<file path="config.mk">
export PLATFORM = sky130hd
export DESIGN_NAME = dma_frame_buffer_rotation
export DESIGN_NICKNAME = d
export VERILOG_FILES = /design/src/hw/rtl/fbr_pkg.sv /design/src/hw/rtl/fbr_regs.sv /design/src/hw/rtl/fbr_ring.sv /design/src/hw/rtl/dma_frame_buffer_rotation.sv
export SDC_FILE = /design/constraint.sdc
export NUM_CORES = 1
export LEC_CHECK = 0
export ABC_CLOCK_PERIOD_IN_PS = 5300
export BUFFER_PORTS_ARGS = -buffer_cell sky130_fd_sc_hd__buf_4
export CAP_MARGIN = 20
export CORE_MARGIN = 1
export CORE_UTILIZATION = 40
export DETAILED_ROUTE_END_ITERATION = 16
export GPL_TIMING_DRIVEN = 1
export PLACE_DENSITY_LB_ADDON = 0.05
export SYNTH_ARGS = -nofsm -noshare
export SYNTH_HDL_FRONTEND = slang
export SYNTH_SLANG_ARGS = --single-unit
export TNS_END_PERCENT = 1
</file>
<file path="constraint.sdc">
create_clock -name aclk -period 5.3 [get_ports aclk]
set_clock_uncertainty 0.1 [all_clocks]
set_input_delay 0.53 -clock aclk [delete_from_list [all_inputs] [get_ports aclk]]
set_output_delay 0.53 -clock aclk [all_outputs]
set_load 0.02 [all_outputs]
</file>
<file path="src/hw/rtl/fbr_pkg.sv">
package fbr_pkg;

    localparam int ADDR_W = 28;
    localparam int WADDR_W = 32;
    localparam int RES_W = 12;
    localparam int LEN_W = 2 * RES_W + 1;
    localparam int IDX_OUT_W = 2;
    localparam int CFG_DATA_W = 32;
    localparam int PADDR_W = 3;

    localparam int S_TDATA_W = 88;
    localparam int S_TUSER_W = 2;
    localparam int M_TDATA_W = 64;
    localparam int M_TUSER_W = 7;

    localparam int DEF_BUFFER_COUNT = 4;
    localparam int DEF_BUFFER_BASE = 32'h0100_0000;
    localparam int DEF_BUFFER_BYTES = 1920 * 1080 * 2;

    localparam logic [63:0] ADDR_MASK = 64'h0fff_ffff;

    // register select, taken from paddr[2]
    localparam logic REG_HRES = 1'b0;
    localparam logic REG_VRES = 1'b1;

    typedef struct packed {
        logic [RES_W-1:0] hres;
        logic [RES_W-1:0] vres;
        logic [LEN_W-1:0] exp_len;
    } fbr_cfg_t;

    typedef struct packed {
        logic               pending0;
        logic [WADDR_W-1:0] addr0;
        logic               pending1;
        logic [WADDR_W-1:0] addr1;
        logic [RES_W-1:0]   hres;
        logic [RES_W-1:0]   vres;
    } fbr_item_t;

    typedef struct packed {
        logic                 rearm0;
        logic [ADDR_W-1:0]    base0;
        logic                 rearm1;
        logic [ADDR_W-1:0]    base1;
        logic                 stray0;
        logic                 stray1;
        logic                 bad0;
        logic                 bad1;
        logic                 mismatch;
        logic [IDX_OUT_W-1:0] shown;
    } fbr_result_t;

endpackage

</file>
<file path="src/hw/rtl/fbr_regs.sv">
module fbr_regs (
    input  logic                                aclk,
    input  logic                                aresetn,
    input  logic                                psel,
    input  logic                                penable,
    input  logic                                pwrite,
    input  logic [fbr_pkg::PADDR_W-1:0]         paddr,
    input  logic [fbr_pkg::CFG_DATA_W-1:0]      pwdata,
    output logic [fbr_pkg::CFG_DATA_W-1:0]      prdata,
    output logic                                pready,
    output fbr_pkg::fbr_cfg_t                   cfg
);
    import fbr_pkg::*;

    logic [RES_W-1:0]   hres_reg, hres_next;
    logic [RES_W-1:0]   vres_reg, vres_next;
    logic [LEN_W-1:0]   len_reg, len_next;
    logic [2*RES_W-1:0] prod;
    logic               wr_en;

    assign pready = 1'b1;
    assign wr_en  = psel & penable & pwrite & pready;

    always_comb begin
        hres_next = hres_reg;
        vres_next = vres_reg;
        if (wr_en) begin
            unique case (paddr[2])
                REG_HRES: hres_next = pwdata[RES_W-1:0];
                REG_VRES: vres_next = pwdata[RES_W-1:0];
                default:  ;
            endcase
        end
    end

    // frame size in bytes, two bytes per pixel
    assign prod     = hres_reg * vres_reg;
    assign len_next = {prod, 1'b0};

    always_comb begin
        unique case (paddr[2])
            REG_HRES: prdata = {{(CFG_DATA_W-RES_W){1'b0}}, hres_reg};
            REG_VRES: prdata = {{(CFG_DATA_W-RES_W){1'b0}}, vres_reg};
            default:  prdata = '0;
        endcase
    end

    always_ff @(posedge aclk) begin
        if (!aresetn) begin
            hres_reg <= '0;
            vres_reg <= '0;
            len_reg  <= '0;
        end else begin
            hres_reg <= hres_next;
            vres_reg <= vres_next;
            len_reg  <= len_next;
        end
    end

    assign cfg.hres    = hres_reg;
    assign cfg.vres    = vres_reg;
    assign cfg.exp_len = len_reg;

endmodule

</file>
<file path="src/hw/rtl/fbr_ring.sv">
module fbr_ring #(
    parameter int BUFFER_COUNT = fbr_pkg::DEF_BUFFER_COUNT,
    parameter int BUFFER_BASE  = fbr_pkg::DEF_BUFFER_BASE,
    parameter int BUFFER_BYTES = fbr_pkg::DEF_BUFFER_BYTES
) (
    input  logic                 aclk,
    input  logic                 aresetn,
    input  logic                 step,
    input  fbr_pkg::fbr_item_t   item,
    input  fbr_pkg::fbr_cfg_t    cfg,
    output fbr_pkg::fbr_result_t result
);
    import fbr_pkg::*;

    localparam int IDX_W = $clog2(BUFFER_COUNT);
    localparam logic [63:0] STRAY_LO = 64'(BUFFER_BASE) & ADDR_MASK;
    localparam logic [63:0] STRAY_HI = STRAY_LO + 64'(BUFFER_BYTES) * 64'(BUFFER_COUNT);

    logic [IDX_W-1:0]  slot0_buf_reg, slot0_buf_next;
    logic [IDX_W-1:0]  slot1_buf_reg, slot1_buf_next;
    logic [IDX_W-1:0]  next_buf_reg, next_buf_next;
    logic [IDX_W-1:0]  shown_buf_reg, shown_buf_next;
    logic [IDX_W-1:0]  next_mid, shown_mid;
    logic [ADDR_W-1:0] base_tab [BUFFER_COUNT];
    logic [WADDR_W-1:0] len0, len1, exp_len;
    logic              mism, hit0, hit1;

    function automatic logic [IDX_W-1:0] ring_inc(input logic [IDX_W-1:0] idx);
        logic [IDX_W-1:0] r;
        if (idx == IDX_W'(BUFFER_COUNT - 1)) begin
            r = '0;
        end else begin
            r = idx + IDX_W'(1);
        end
        return r;
    endfunction

    for (genvar i = 0; i < BUFFER_COUNT; i++) begin : g_base
        assign base_tab[i] = ADDR_W'((64'(BUFFER_BASE) + 64'(i) * 64'(BUFFER_BYTES))
                                     & ADDR_MASK);
    end

    assign exp_len = {{(WADDR_W-LEN_W){1'b0}}, cfg.exp_len};
    assign mism    = (item.hres != cfg.hres) || (item.vres != cfg.vres);

    // slot 0 first, slot 1 sees the ring as slot 0 left it
    assign len0 = item.addr0 - {{(WADDR_W-ADDR_W){1'b0}}, base_tab[slot0_buf_reg]};
    assign hit0 = item.pending0 && !mism && (len0 == exp_len);
    assign slot0_buf_next = hit0 ? next_buf_reg : slot0_buf_reg;
    assign next_mid       = hit0 ? ring_inc(next_buf_reg) : next_buf_reg;
    assign shown_mid      = hit0 ? slot0_buf_reg : shown_buf_reg;

    assign len1 = item.addr1 - {{(WADDR_W-ADDR_W){1'b0}}, base_tab[slot1_buf_reg]};
    assign hit1 = item.pending1 && !mism && (len1 == exp_len);
    assign slot1_buf_next = hit1 ? next_mid : slot1_buf_reg;
    assign next_buf_next  = hit1 ? ring_inc(next_mid) : next_mid;
    assign shown_buf_next = hit1 ? slot1_buf_reg : shown_mid;

    always_comb begin
        result.rearm0   = item.pending0;
        result.base0    = item.pending0 ? base_tab[slot0_buf_next] : '0;
        result.rearm1   = item.pending1;
        result.base1    = item.pending1 ? base_tab[slot1_buf_next] : '0;
        result.stray0   = item.pending0 && (({32'b0, item.addr0} < STRAY_LO) ||
                                            ({32'b0, item.addr0} > STRAY_HI));
        result.stray1   = item.pending1 && (({32'b0, item.addr1} < STRAY_LO) ||
                                            ({32'b0, item.addr1} > STRAY_HI));
        result.bad0     = item.pending0 && !mism && !hit0;
        result.bad1     = item.pending1 && !mism && !hit1;
        result.mismatch = mism;
        result.shown    = shown_buf_next[IDX_OUT_W-1:0];
    end

    always_ff @(posedge aclk) begin
        if (!aresetn) begin
            slot0_buf_reg <= IDX_W'(0);
            slot1_buf_reg <= IDX_W'(1);
            next_buf_reg  <= IDX_W'(2);
            shown_buf_reg <= IDX_W'(3);
        end else if (step) begin
            slot0_buf_reg <= slot0_buf_next;
            slot1_buf_reg <= slot1_buf_next;
            next_buf_reg  <= next_buf_next;
            shown_buf_reg <= shown_buf_next;
        end
    end

endmodule

</file>
<file path="src/hw/rtl/dma_frame_buffer_rotation.sv">
// channel  | dir | handshake          | payload
// s_       | in  | s_tvalid/s_tready  | s_tdata, s_tuser: one frame-done event
// m_       | out | m_tvalid/m_tready  | m_tdata, m_tuser: slot re-arm result
// apb      | in  | psel/penable       | expected_hres @0x0, expected_vres @0x4
//
// One item per cycle while m_ does not stall, through an input register, then
// ring update and compares into the result register.
// Ring state moves when an item passes from the input to the result register.
// Synchronous active-low reset clears ring state and the valid flags; item and result registers are not reset.
// A stall on m_ holds the result; s_tready drops only when both stages are full.
module dma_frame_buffer_rotation #(
    parameter int BUFFER_COUNT = fbr_pkg::DEF_BUFFER_COUNT,
    parameter int BUFFER_BASE  = fbr_pkg::DEF_BUFFER_BASE,
    parameter int BUFFER_BYTES = fbr_pkg::DEF_BUFFER_BYTES
) (
    input  logic                             aclk,
    input  logic                             aresetn,
    input  logic                             s_tvalid,
    output logic                             s_tready,
    // slot0_end_address, slot1_end_address, detected_hres, detected_vres
    input  logic [fbr_pkg::S_TDATA_W-1:0]    s_tdata,
    // slot0_pending, slot1_pending
    input  logic [fbr_pkg::S_TUSER_W-1:0]    s_tuser,
    output logic                             m_tvalid,
    input  logic                             m_tready,
    // slot0_base, slot1_base, shown_index, zero pad
    output logic [fbr_pkg::M_TDATA_W-1:0]    m_tdata,
    // slot0_rearm, slot1_rearm, slot0_stray, slot1_stray,
    // slot0_bad_length, slot1_bad_length, resolution_mismatch
    output logic [fbr_pkg::M_TUSER_W-1:0]    m_tuser,
    input  logic                             psel,
    input  logic                             penable,
    input  logic                             pwrite,
    input  logic [fbr_pkg::PADDR_W-1:0]      paddr,
    input  logic [fbr_pkg::CFG_DATA_W-1:0]   pwdata,
    output logic [fbr_pkg::CFG_DATA_W-1:0]   prdata,
    output logic                             pready
);
    import fbr_pkg::*;

    fbr_cfg_t    cfg;
    fbr_item_t   s_item;
    fbr_item_t   in_item_reg;
    fbr_result_t ring_res;
    fbr_result_t out_res_reg;
    logic        in_valid_reg, in_valid_next;
    logic        out_valid_reg, out_valid_next;
    logic        advance, step, s_accept;

    fbr_regs u_regs (
        .aclk    (aclk),
        .aresetn (aresetn),
        .psel    (psel),
        .penable (penable),
        .pwrite  (pwrite),
        .paddr   (paddr),
        .pwdata  (pwdata),
        .prdata  (prdata),
        .pready  (pready),
        .cfg     (cfg)
    );

    fbr_ring #(
        .BUFFER_COUNT (BUFFER_COUNT),
        .BUFFER_BASE  (BUFFER_BASE),
        .BUFFER_BYTES (BUFFER_BYTES)
    ) u_ring (
        .aclk    (aclk),
        .aresetn (aresetn),
        .step    (step),
        .item    (in_item_reg),
        .cfg     (cfg),
        .result  (ring_res)
    );

    assign s_item.pending0 = s_tuser[0];
    assign s_item.addr0    = s_tdata[31:0];
    assign s_item.pending1 = s_tuser[1];
    assign s_item.addr1    = s_tdata[63:32];
    assign s_item.hres     = s_tdata[75:64];
    assign s_item.vres     = s_tdata[87:76];

    assign advance  = !out_valid_reg || m_tready;
    assign step     = in_valid_reg && advance;
    assign s_tready = !in_valid_reg || advance;
    assign s_accept = s_tvalid && s_tready;

    assign in_valid_next  = s_accept ? 1'b1 : (step ? 1'b0 : in_valid_reg);
    assign out_valid_next = advance ? in_valid_reg : out_valid_reg;

    always_ff @(posedge aclk) begin
        if (!aresetn) begin
            in_valid_reg  <= 1'b0;
            out_valid_reg <= 1'b0;
        end else begin
            in_valid_reg  <= in_valid_next;
            out_valid_reg <= out_valid_next;
        end
    end

    always_ff @(posedge aclk) begin
        if (s_accept) begin
            in_item_reg <= s_item;
        end
        if (step) begin
            out_res_reg <= ring_res;
        end
    end

    assign m_tvalid = out_valid_reg;
    assign m_tdata  = {{(M_TDATA_W-2*ADDR_W-IDX_OUT_W){1'b0}}, out_res_reg.shown,
                       out_res_reg.base1, out_res_reg.base0};
    assign m_tuser  = {out_res_reg.mismatch, out_res_reg.bad1, out_res_reg.bad0,
                       out_res_reg.stray1, out_res_reg.stray0,
                       out_res_reg.rearm1, out_res_reg.rearm0};

    a_step_loads_result: assert property (@(posedge aclk) disable iff (!aresetn)
        step |=> out_valid_reg)
        else $error("item lost between input and result register");

    a_mismatch_no_bad: assert property (@(posedge aclk) disable iff (!aresetn)
        out_valid_reg && out_res_reg.mismatch |-> !out_res_reg.bad0 && !out_res_reg.bad1)
        else $error("length flagged on a dropped frame");

    a_base_only_rearm: assert property (@(posedge aclk) disable iff (!aresetn)
        out_valid_reg |-> (out_res_reg.rearm0 || out_res_reg.base0 == '0) &&
                          (out_res_reg.rearm1 || out_res_reg.base1 == '0))
        else $error("base given for a slot not re-armed");

    a_result_holds: assert property (@(posedge aclk) disable iff (!aresetn)
        m_tvalid && !m_tready |=> m_tvalid && $stable(m_tdata) && $stable(m_tuser))
        else $error("result changed while stalled");

endmodule
</file>
==> results of run 1 <==
==> placed cells by master, fill, tap and decap left out, drive strengths merged, types with 8 or more instances in the layout <==
cell type / instances
nor3: 32
fa: 102
nor2b: 13
nand2b: 17
inv: 170
dfxtp: 58
clkbuf: 19
nor2: 70
nand2: 188
mux2: 16
nand3: 21
and3: 14
o21ai: 28
conb: 57
ha: 99
buf: 289
nand4b: 8
xor2: 46
mux2i: 11
o211ai: 9
a21o: 10
and2: 72
nor4: 18
nand4: 29
a21oi: 70
xnor2: 50
or4: 11
edfxtp: 113
a211o: 8
==> per-stage QoR <==
stage / util (%) / power, W / setup WS, ps / TNS [ps] / hold slack [ps]
final: 49.62 / 0.003452 / -81.18 / -109.1 / 151.5
after floorplan: - / 0.001939 / -146.9 / -146.9 / 368.8
after CTS: 49.48 / 0.003481 / -117.4 / -199.8 / 129.4
after global routing: 49.62 / 0.003590 / -290.3 / -957.2 / 131.5
after global placement: 47.35 / 0.002129 / -253.9 / -655.0 / 413.8
after detailed placement: 47.35 / 0.002131 / -308.8 / -826.2 / 411.6
==> report_power, final <==
group	internal [W]	total, W	switching, W
Sequential	0.00148	0.00153	0.0000502
Combinational	0.000239	0.000573	0.000334
Clock	0.000767	0.00135	0.000579
==> critical path: cells and delay by family, from the launching register on <==
family	cells	cell delay (ps)
buffers and inverters	1	40
muxes	1	200
adders and majority gates	6	2740
DFF	1	400
AOI/OAI and AO/OA	5	1260
and+or+nand+nor	3	560
==> layer usage <==
metal	wire length (um)	part of all wire, %	up-vias	GRT usage, %
li1	-	-	5446	-
met1	16600	43	5334	26.93
met2	19830	51	266	38.50
met3	1336	3.5	38	3.128
met4	765	2.0	0	6.369
met5	0	0	-	0
==> cells by family (layout without fill, tap and decap cells) <==
logic type      Yosys count  after routing  synth area share, %
compound gates          193            193                8.954
xor+xnor                 96             96                5.905
fa+ha+maj               201            201                23.04
buf+inv                 286            486                9.419
flops                   171            171                31.98
mux                      27             27                2.038
other cells               2             57              0.05274
simple gates            523            523                18.61
==> Yosys cell counts, types with 6 or more instances <==
cell,count
nor2_1,70
nand4b_1,8
nand2b_1,17
a21oi_1,70
nand3_1,21
mux2_2,16
or4_1,10
o31ai_1,6
nand4_1,29
inv_1,164
or2_2,7
a2111oi_0,6
a211o_1,8
a21o_1,10
edfxtp_1,113
xor2_1,46
mux2i_1,11
nor3_1,32
nor4_1,18
o21a_1,7
and3_1,14
clkbuf_1,47
fa_1,102
ha_1,99
o211ai_1,9
buf_4,69
or3_1,6
o21ai_0,28
nand2_1,188
xnor2_1,50
dfxtp_1,58
and2_1,71
nor2b_1,13
==> layout make-up <==
cell class | count | area, um^2
clock buffer | 19 | 442.9
fill | 3337 | 17530
multi-input combinational | 1097 | 8642
sequential | 171 | 4598
timing repair buffer | 289 | 2218
inverter | 165 | 619.3
clock inverter | 13 | 177.7
tap | 455 | 569.3
==> repair_timing <==
action | in CTS | in global routing
cloned | 0 | 0
gates resized for setup | 21 | 15
hold buffers | 0 | 0
buffers inserted | 9 | 0
endpoints found under the setup margin | 4 | 12
pin swaps | 13 | 2
==> path summary, 6_finish.rpt <==
path	from	endpoint	cells past startpoint
worst max-delay path	u_regs.vres_reg[5]	u_regs.len_reg[23]	16
worst min-delay path	s_tdata[68]	in_item_reg[16]	1
worst max register to register	u_regs.vres_reg[5]	u_regs.len_reg[23]	16
worst min register to register	in_valid_reg	m_tvalid	2
==> flow_metrics.env, run 1 <==
export IMPL_outcome="complete, but fails checks"
export IMPL_violations="setup timing"
export IMPL_cts_tree="done"
export IMPL_dp_cells=2168
export IMPL_antenna_cells=0
export IMPL_start_kind="flip-flop"
export IMPL_cts_buffer_depth=2
export IMPL_leakage_nw=7.845
export IMPL_synthTopCellsByArea="edfxtp_1 24%, fa_1 14%, ha_1 8.7%, dfxtp_1 8.2%, nand2_1 5.0%"
export IMPL_die_w_um=190.7
export IMPL_nets=2074
export IMPL_power_density_mw_per_mm2=199.9
export IMPL_max_slew_margin_rel_pct=38.28
export IMPL_fin_crit_ps=5381
export IMPL_syn2layout_area_growth_pct=21.26
export IMPL_largest_reg_flops=90
export IMPL_reg2reg_slack_ps=-80
export IMPL_numPortBuffers=158
export IMPL_syn_area_mm2=0.01424
export IMPL_initial_core_util_pct=40.92
export IMPL_rows=68
export IMPL_dp_hpwl_mm=31.65
export IMPL_synthArstFlopShare_pct=0
export IMPL_dpl_cell_area_mm2=0.01648
export IMPL_drt_first_pass_iters=6
export IMPL_post_drt_via_cell_ratio=5.018
export IMPL_clkSinkCount=171
export IMPL_min_path_type="in2reg"
export IMPL_maxSlewViolCount=0
export IMPL_synth_edf_count=113
export IMPL_ys_ff_latch=171
export IMPL_htreeDepth=4
export IMPL_cts_buffers_inserted=17
export IMPL_synth_top_area_share_pct=23.83
export IMPL_fmax_ghz=0.1858
export IMPL_grt_total_usage_pct=21.63
export IMPL_final_hold_violation_count=0
export IMPL_synth_warnings=0
export IMPL_ctsRootBufferMaster="clkbuf_16"
export IMPL_fin_cells=2209
export IMPL_die_area_mm2=0.03636
export IMPL_cp_arrival_ps=5660
export IMPL_yosys_area_top_type="edfxtp_1"
export IMPL_syn_inst=1499
export IMPL_grt_antenna_before_repair=0
export IMPL_vias=11080
export IMPL_critPathMaxStageDelay_ps=560
export IMPL_die_h_um=190.7
export IMPL_io_pins=238
export IMPL_timing_final_crit_share_pct=101.5
export IMPL_setup_slack_ps=-81.18
export IMPL_grt_pass1_wl_mm=60.32
export IMPL_path_common_cell="fa_1"
export IMPL_drc=0
export IMPL_rsz0062_at_grt="true"
export IMPL_setup_viol=2
export IMPL_slowest_stage="fa_1"
export IMPL_routed_wirelength_mm=38.54
export IMPL_gp_congestion=0.8633
export IMPL_finish_instance_area_mm2=0.01727
export IMPL_drive_above_1_share_pct=22.41
export IMPL_critPathKind="reg2reg"
export IMPL_grt_max_degree=57
export IMPL_ys_seq_area_share_pct=31.98
export IMPL_vdd_ir_drop_max_v=0.0002189
export IMPL_synth_ff_type="edfxtp_1"
export IMPL_core_mm2=0.03480
export IMPL_drt_initial_drc_count=652
export IMPL_critical_path_required_ps=5580
export IMPL_drv_cap=0
export IMPL_path_cells="nand2_1 > fa_1 > fa_1 > fa_1 > fa_1 > fa_1 > inv_1 > ha_2 > or3_1 > a311o_1 > nand2_1 > o21ai_2 > o41a_1 > a211o_1 > o31ai_2 > mux2i_1"
export IMPL_drtAntennaViolNets=0
export IMPL_cp_end_kind="flip-flop"
export IMPL_clk_pin_slew_ps=80
export IMPL_grt_pass1_vias=11210
export IMPL_cp_max_fo=6
export IMPL_synth_cell_types=71
export IMPL_avgSynthCellArea_um2=9.500
export IMPL_tightest_slew_ps=922.4
export IMPL_clk_latency_ps=450
export IMPL_grt_overflow_total=0
export IMPL_wl_per_cell_um=17.45
Power figures use the tool's default switching activity.
==> inputs of run 2 (changes only) <==
- HOLD_SLACK_MARGIN: not set -> 0.02
- MAX_ROUTING_LAYER: not set -> met4
==> run 2 against run 1 <==
  * The flow still finishes with violations (setup timing)
  * Sequential cell count did not move
  * Worst setup slack improved by 9.5 ps
  * Sequential power hardly changed
  * First-iteration DRC count decreased by 0.92%
  * Core utilization is 0.15 points higher
  * Clock power about the same
  * Die area unchanged
  * Final cell count is 0.32% higher
  * Global-route usage is 1.1 points higher
  * Combinational power is 1% higher
  * Via count is 0.96% higher
==> flow_metrics.env, run 2 (synthesis gave the netlist of run 1 again) <==
export IMPL_setup_viol=1
export IMPL_drc=0
export IMPL_fmax_ghz=0.1862
export IMPL_cts_hold_buffers=0
export IMPL_drt_initial_drc_count=646
export IMPL_cts_buffer_depth=2
export IMPL_min_path_type="in2reg"
export IMPL_cp_startpoint="u_regs.vres_reg[3]"
export IMPL_rsz0062_at_grt="true"
export IMPL_power_internal_w=0.002473
export IMPL_timing_final_crit_share_pct=101.4
export IMPL_r2r_start="u_regs.vres_reg[3]"
export IMPL_drv_cap=0
export IMPL_path_common_cell="fa_1"
export IMPL_htreeDepth=4
export IMPL_drtAntennaViolNets=0
export IMPL_cts_tree="done"
export IMPL_numPortBuffers=158
export IMPL_gp_congestion=0.8931
export IMPL_fillCellCount=3275
export IMPL_critPathKind="reg2reg"
export IMPL_grt_antenna_before_repair=1
export IMPL_outcome="complete, but fails checks"
export IMPL_setup_slack_ps=-71.69
export IMPL_drt_first_pass_iters=7
export IMPL_core_mm2=0.03480
export IMPL_cp_top_family="adder cells"
export IMPL_ctsRootBufferMaster="clkbuf_16"
export IMPL_mostFrequentLayoutCell="buf_4"
export IMPL_grt_max_degree=59
export IMPL_wl_per_cell_um=17.65
export IMPL_slowest_stage="fa_1"
export IMPL_largest_reg_flops=90
export IMPL_critical_path_required_ps=5580
export IMPL_whs_ps=148.1
export IMPL_power_density_mw_per_mm2=198.5
export IMPL_routed_wirelength_mm=39.10
export IMPL_dp_cells=2177
export IMPL_fin_cells=2216
export IMPL_final_hold_violation_count=0
export IMPL_p_sw_w=0.0009655
export IMPL_path_buf_inv=1
export IMPL_clk_latency_ps=450
export IMPL_path_cells="nand2_1 > fa_1 > fa_1 > fa_1 > fa_1 > fa_1 > inv_1 > ha_1 > or3_1 > a311o_1 > nand2_1 > o21ai_2 > o41a_1 > a211o_1 > o31ai_2 > mux2i_1"
export IMPL_hp_start="s_tdata[76]"
export IMPL_power_frac_comb_pct=16.9
export IMPL_die_w_um=190.7
export IMPL_cp_max_fo=5
export IMPL_die_area_mm2=0.03636
export IMPL_vias=11190
export IMPL_grt_overflow_total=0
export IMPL_syn2layout_area_growth_pct=21.64
export IMPL_tightest_slew_ps=921.9
export IMPL_grt_total_usage_pct=22.68
export IMPL_maxSlewViolCount=0
export IMPL_dpl_cell_area_mm2=0.01654
export IMPL_cp_end_kind="flip-flop"
export IMPL_grt_pass1_vias=11120
export IMPL_cp_arrival_ps=5660
export IMPL_leakage_nw=7.885
export IMPL_fin_setup_tns_ps=-71.69
export IMPL_max_slew_margin_rel_pct=38.31
export IMPL_io_pins=238
export IMPL_die_h_um=190.7
export IMPL_grt_pass1_wl_mm=61.17
export IMPL_vdd_ir_drop_max_v=0.0002153
export IMPL_critPathMaxStageDelay_ps=570
export IMPL_start_kind="flip-flop"
export IMPL_violations="setup timing"
export IMPL_clk_pin_slew_ps=80
export IMPL_drive_above_1_share_pct=22.61
export IMPL_rows=68
export IMPL_initial_core_util_pct=40.92
export IMPL_switching_share_pct=28.08
export IMPL_finish_instance_area_mm2=0.01732
export IMPL_clkSinkCount=171
export IMPL_dp_hpwl_mm=32.02
export IMPL_layout_common_cells="290 x buf_4, 186 x nand2_1, 162 x inv_1"
export IMPL_fin_crit_ps=5372
export IMPL_pwr_share_seq_pct=44.5
export IMPL_nets=2080
export IMPL_post_drt_via_cell_ratio=5.050
export IMPL_clkPwrFrac_pct=38.6
export IMPL_cts_buffers_inserted=17
## run 2: through the flow
step	setup WS [ps]	utilization, %	power (W)
final	-71.69	49.78	0.003438
after global routing	-250.6	49.78	0.003582
after CTS	-50.34	49.61	0.003478
after detailed placement	-273.2	47.54	0.002137
after global placement	-252.5	47.54	0.002137
after floorplan	-146.9	-	0.001939
## run 2: area by class of cell
type / instances / area [um^2] / share of cell area (%)
Inverter: 165 / 619.3 / 3.576
Multi-Input combinational cell: 1097 / 8653 / 49.96
Sequential cell: 171 / 4608 / 26.60
Antenna cell: 1 / 2.502 / 0.01445
Tap cell: 455 / 569.3 / 3.287
Clock buffer: 17 / 425.4 / 2.456
Clock inverter: 15 / 183.9 / 1.062
Timing Repair Buffer: 295 / 2260 / 13.05
## run 2: path summary, 6_finish.rpt
check / slack, ps / to / cells after the start
worst max-delay path: -70 / u_regs.len_reg[23] / 16
worst min-delay path: 150 / in_item_reg[0] / 1
worst max register to register: -70 / u_regs.len_reg[23] / 16
worst min register to register: 420 / m_tvalid / 2
## run 2: metal layers
metal  part of all wire (%)  wire length [um]  GRT usage (%)
met5                      0                 0              -
met4                    2.6              1007          7.600
met3                    3.7              1449          3.331
met2                     50             19730          38.59
met1                     43             16920          27.42
## run 2: power by group through the flow
| stage | combinational (W) | sequential, W | clock [W] |
|---|---|---|---|
| after CTS | 0.000576 | 0.00153 | 0.00137 |
| after detailed placement | 0.000572 | 0.00157 | 0 |
| after global routing | 0.000634 | 0.00154 | 0.00141 |
| after global placement | 0.000572 | 0.00157 | 0 |
| final | 0.000579 | 0.00153 | 0.00133 |
| after floorplan | 0.000382 | 0.00156 | 0 |
## run 2: repair_timing
action                                  in CTS  in global routing
endpoints found under the setup margin       4                 13
resized for setup                           24                 13
buffers inserted                             6                  0
pin swaps                                   17                  3
==> inputs of run 3 (changes only) <==
- BUFFER_PORTS_ARGS: -buffer_cell sky130_fd_sc_hd__buf_4 -> -buffer_cell sky130_fd_sc_hd__buf_2
==> run 3 against run 2 <==
  * The run still ends with setup timing left
  * Via count fell by 1.4%
  * Clock power fell by 8%
  * Critical path depth rose by 4
  * Non-clock buffer count fell by 7
  * Global-route usage fell by 0.37 points
  * Final cell count fell by 0.36%
  * Sequential power barely moved
  * Register-to-register slack improved by 40 ps
  * Clock-buffer cell count rose by 1
  * First-iteration DRC count fell by 15%
  * Worst setup slack improved by 41 ps
  * Routed wire length fell by 1.4%
  * Critical path type unchanged
  * Largest power group unchanged
==> flow_metrics.env, run 3 (synthesis gave the netlist of run 1 again) <==
export IMPL_grt_pass1_vias=10940
export IMPL_cp_top_family="adder cells"
export IMPL_htreeDepth=4
export IMPL_grt_use_met3_pct=3.147
export IMPL_grt_pass1_wl_mm=60.08
export IMPL_path_cells="nand2_4 > fa_1 > inv_1 > fa_2 > inv_2 > fa_2 > inv_2 > fa_1 > inv_1 > fa_1 > inv_1 > ha_2 > or3_1 > a311o_1 > nand2_1 > o21ai_2 > o41a_1 > a211o_1 > o31ai_2 > mux2i_1"
export IMPL_min_path_type="in2reg"
export IMPL_fillCellCount=3378
export IMPL_cp_max_fo=6
export IMPL_clk_latency_ps=450
export IMPL_fin_crit_ps=5330
export IMPL_power_density_mw_per_mm2=196.2
export IMPL_syn2layout_area_growth_pct=18.09
export IMPL_fin_cells=2208
export IMPL_ctsRootBufferMaster="clkbuf_16"
export IMPL_max_slew_margin_rel_pct=38.10
export IMPL_rows=68
export IMPL_clkSinkCount=171
export IMPL_post_drt_via_cell_ratio=4.998
export IMPL_violations="setup timing"
export IMPL_die_w_um=190.7
export IMPL_io_pins=238
export IMPL_fin_setup_tns_ps=-30.38
export IMPL_setup_slack_ps=-30.38
export IMPL_cts_hold_buffers=0
export IMPL_die_h_um=190.7
export IMPL_drt_initial_drc_count=546
export IMPL_final_core_util_pct=48.32
export IMPL_vias=11040
export IMPL_initial_core_util_pct=40.92
export IMPL_cts_buffer_depth=2
export IMPL_tightest_slew_ps=925.0
export IMPL_drv_cap=0
export IMPL_critical_path_required_ps=5580
export IMPL_routed_wirelength_mm=38.55
export IMPL_numPortBuffers=158
export IMPL_drive_above_1_share_pct=22.42
export IMPL_cp_end_kind="flip-flop"
export IMPL_drc=0
export IMPL_vdd_ir_drop_max_v=0.0002128
export IMPL_start_kind="flip-flop"
export IMPL_wl_per_cell_um=17.46
export IMPL_leakage_nw=7.721
export IMPL_grt_antenna_before_repair=0
export IMPL_core_mm2=0.03480
export IMPL_drtAntennaViolNets=0
export IMPL_grt_total_usage_pct=22.32
export IMPL_grtUsageMet1_pct=27.34
export IMPL_setup_viol=1
export IMPL_fmax_ghz=0.1876
export IMPL_cp_arrival_ps=5610
export IMPL_gp_congestion=0.8938
export IMPL_critPathMaxStageDelay_ps=530
export IMPL_layout_common_cells="182 x nand2_1, 162 x inv_1, 158 x buf_2"
export IMPL_grt_overflow_total=0
export IMPL_top_usage_layer="met2"
export IMPL_largest_reg_flops=90
export IMPL_timing_final_crit_share_pct=100.6
export IMPL_mostFrequentLayoutCell="nand2_1"
export IMPL_maxSlewViolCount=0
export IMPL_path_buf_inv=5
export IMPL_dp_hpwl_mm=31.74
export IMPL_grtUsageMet2_pct=37.58
export IMPL_final_hold_violation_count=0
export IMPL_die_area_mm2=0.03636
export IMPL_drt_first_pass_iters=4
export IMPL_nets=2073
export IMPL_clk_pin_slew_ps=80
export IMPL_cts_tree="done"
export IMPL_rsz0062_at_grt="true"
export IMPL_antenna_cells=0
export IMPL_slowest_stage="fa_1"
export IMPL_grt_max_degree=57
export IMPL_outcome="complete, but fails checks"
export IMPL_critPathKind="reg2reg"
export IMPL_dp_cells=2175
export IMPL_cts_buffers_inserted=17
==> run 3: cell types whose count changed in the layout (fill, tap and decap cells not counted), moves of 2 or more <==
cell       change
inv_4          +2
bufinv_16      -3
nand2_1        -4
nand2_2        +3
buf_2        +158
dfxtp_4        -4
dfxtp_2        +3
inv_8          +3
buf_4        -165
==> run 3: area by class of cell <==
cell class,count,area [um^2],share of cell area [%]
clock inverters,14,130.1,0.7738
repair buffers,288,1821,10.83
flip-flops and latches,171,4597,27.34
well taps,455,569.3,3.385
clock buffers,18,429.2,2.552
multi-input cells,1097,8651,51.44
inverters,165,619.3,3.683
==> run 3: power by group <==
group,internal (W),total (W),switching (W)
clock,0.000622,0.00122,0.000599
combinational,0.000212,0.000547,0.000336
sequential,0.00148,0.00153,0.0000491
total,0.00232,0.00330,0.000984
==> run 3: routing by layer <==
layer | up-vias | part of all wire (%)
met2 | 252 | 50
met4 | 0 | 2.7
met1 | 5290 | 44
met5 | - | 0
li1 | 5440 | -
met3 | 54 | 3.4
==> run 3: what timing repair did <==
action	4_1_cts	5_1_grt
setup endpoints to repair	4	10
pin swaps	17	1
gates cloned	0	0
gates resized for setup	25	10
buffers inserted	1	0
==> run 3: stage by stage <==
| stage | setup slack (ps) | cell area, um^2 | hold slack, ps | power [W] |
|---|---|---|---|---|
| 3_3_place_gp | -234.7 | 16150 | 411.1 | 0.002108 |
| 6_report | -30.38 | 16820 | 150.4 | 0.003300 |
| 4_1_cts | -68.22 | 16780 | 121.5 | 0.003341 |
| 3_5_place_dp | -300.8 | 16150 | 407.7 | 0.002107 |
| 2_1_floorplan | -146.9 | 14650 | 368.8 | 0.001939 |
| 5_1_grt | -253.5 | 16820 | 124.2 | 0.003441 |
==> run 3: worst paths after layout <==
path,startpoint,slack [ps],cells past startpoint,to
max,u_regs.vres_reg[3],-30,20,u_regs.len_reg[23]
min,s_tdata[74],150,1,in_item_reg[22]
max reg2reg,u_regs.vres_reg[3],-30,20,u_regs.len_reg[23]
min reg2reg,in_valid_reg,420,2,m_tvalid
==> run 3: worst register-to-register path, cell delays in order, from the launching register on <==
cell and delay (ps):
dfxtp_4 400, nand2_4 60, fa_1 530, inv_1 50, fa_2 520, inv_2 40
fa_2 520, inv_2 40, fa_1 460, inv_1 40, fa_1 470, inv_1 40
ha_2 160, or3_1 290, a311o_1 310, nand2_1 100, o21ai_2 70, o41a_1 350
a211o_1 310, o31ai_2 210, mux2i_1 200
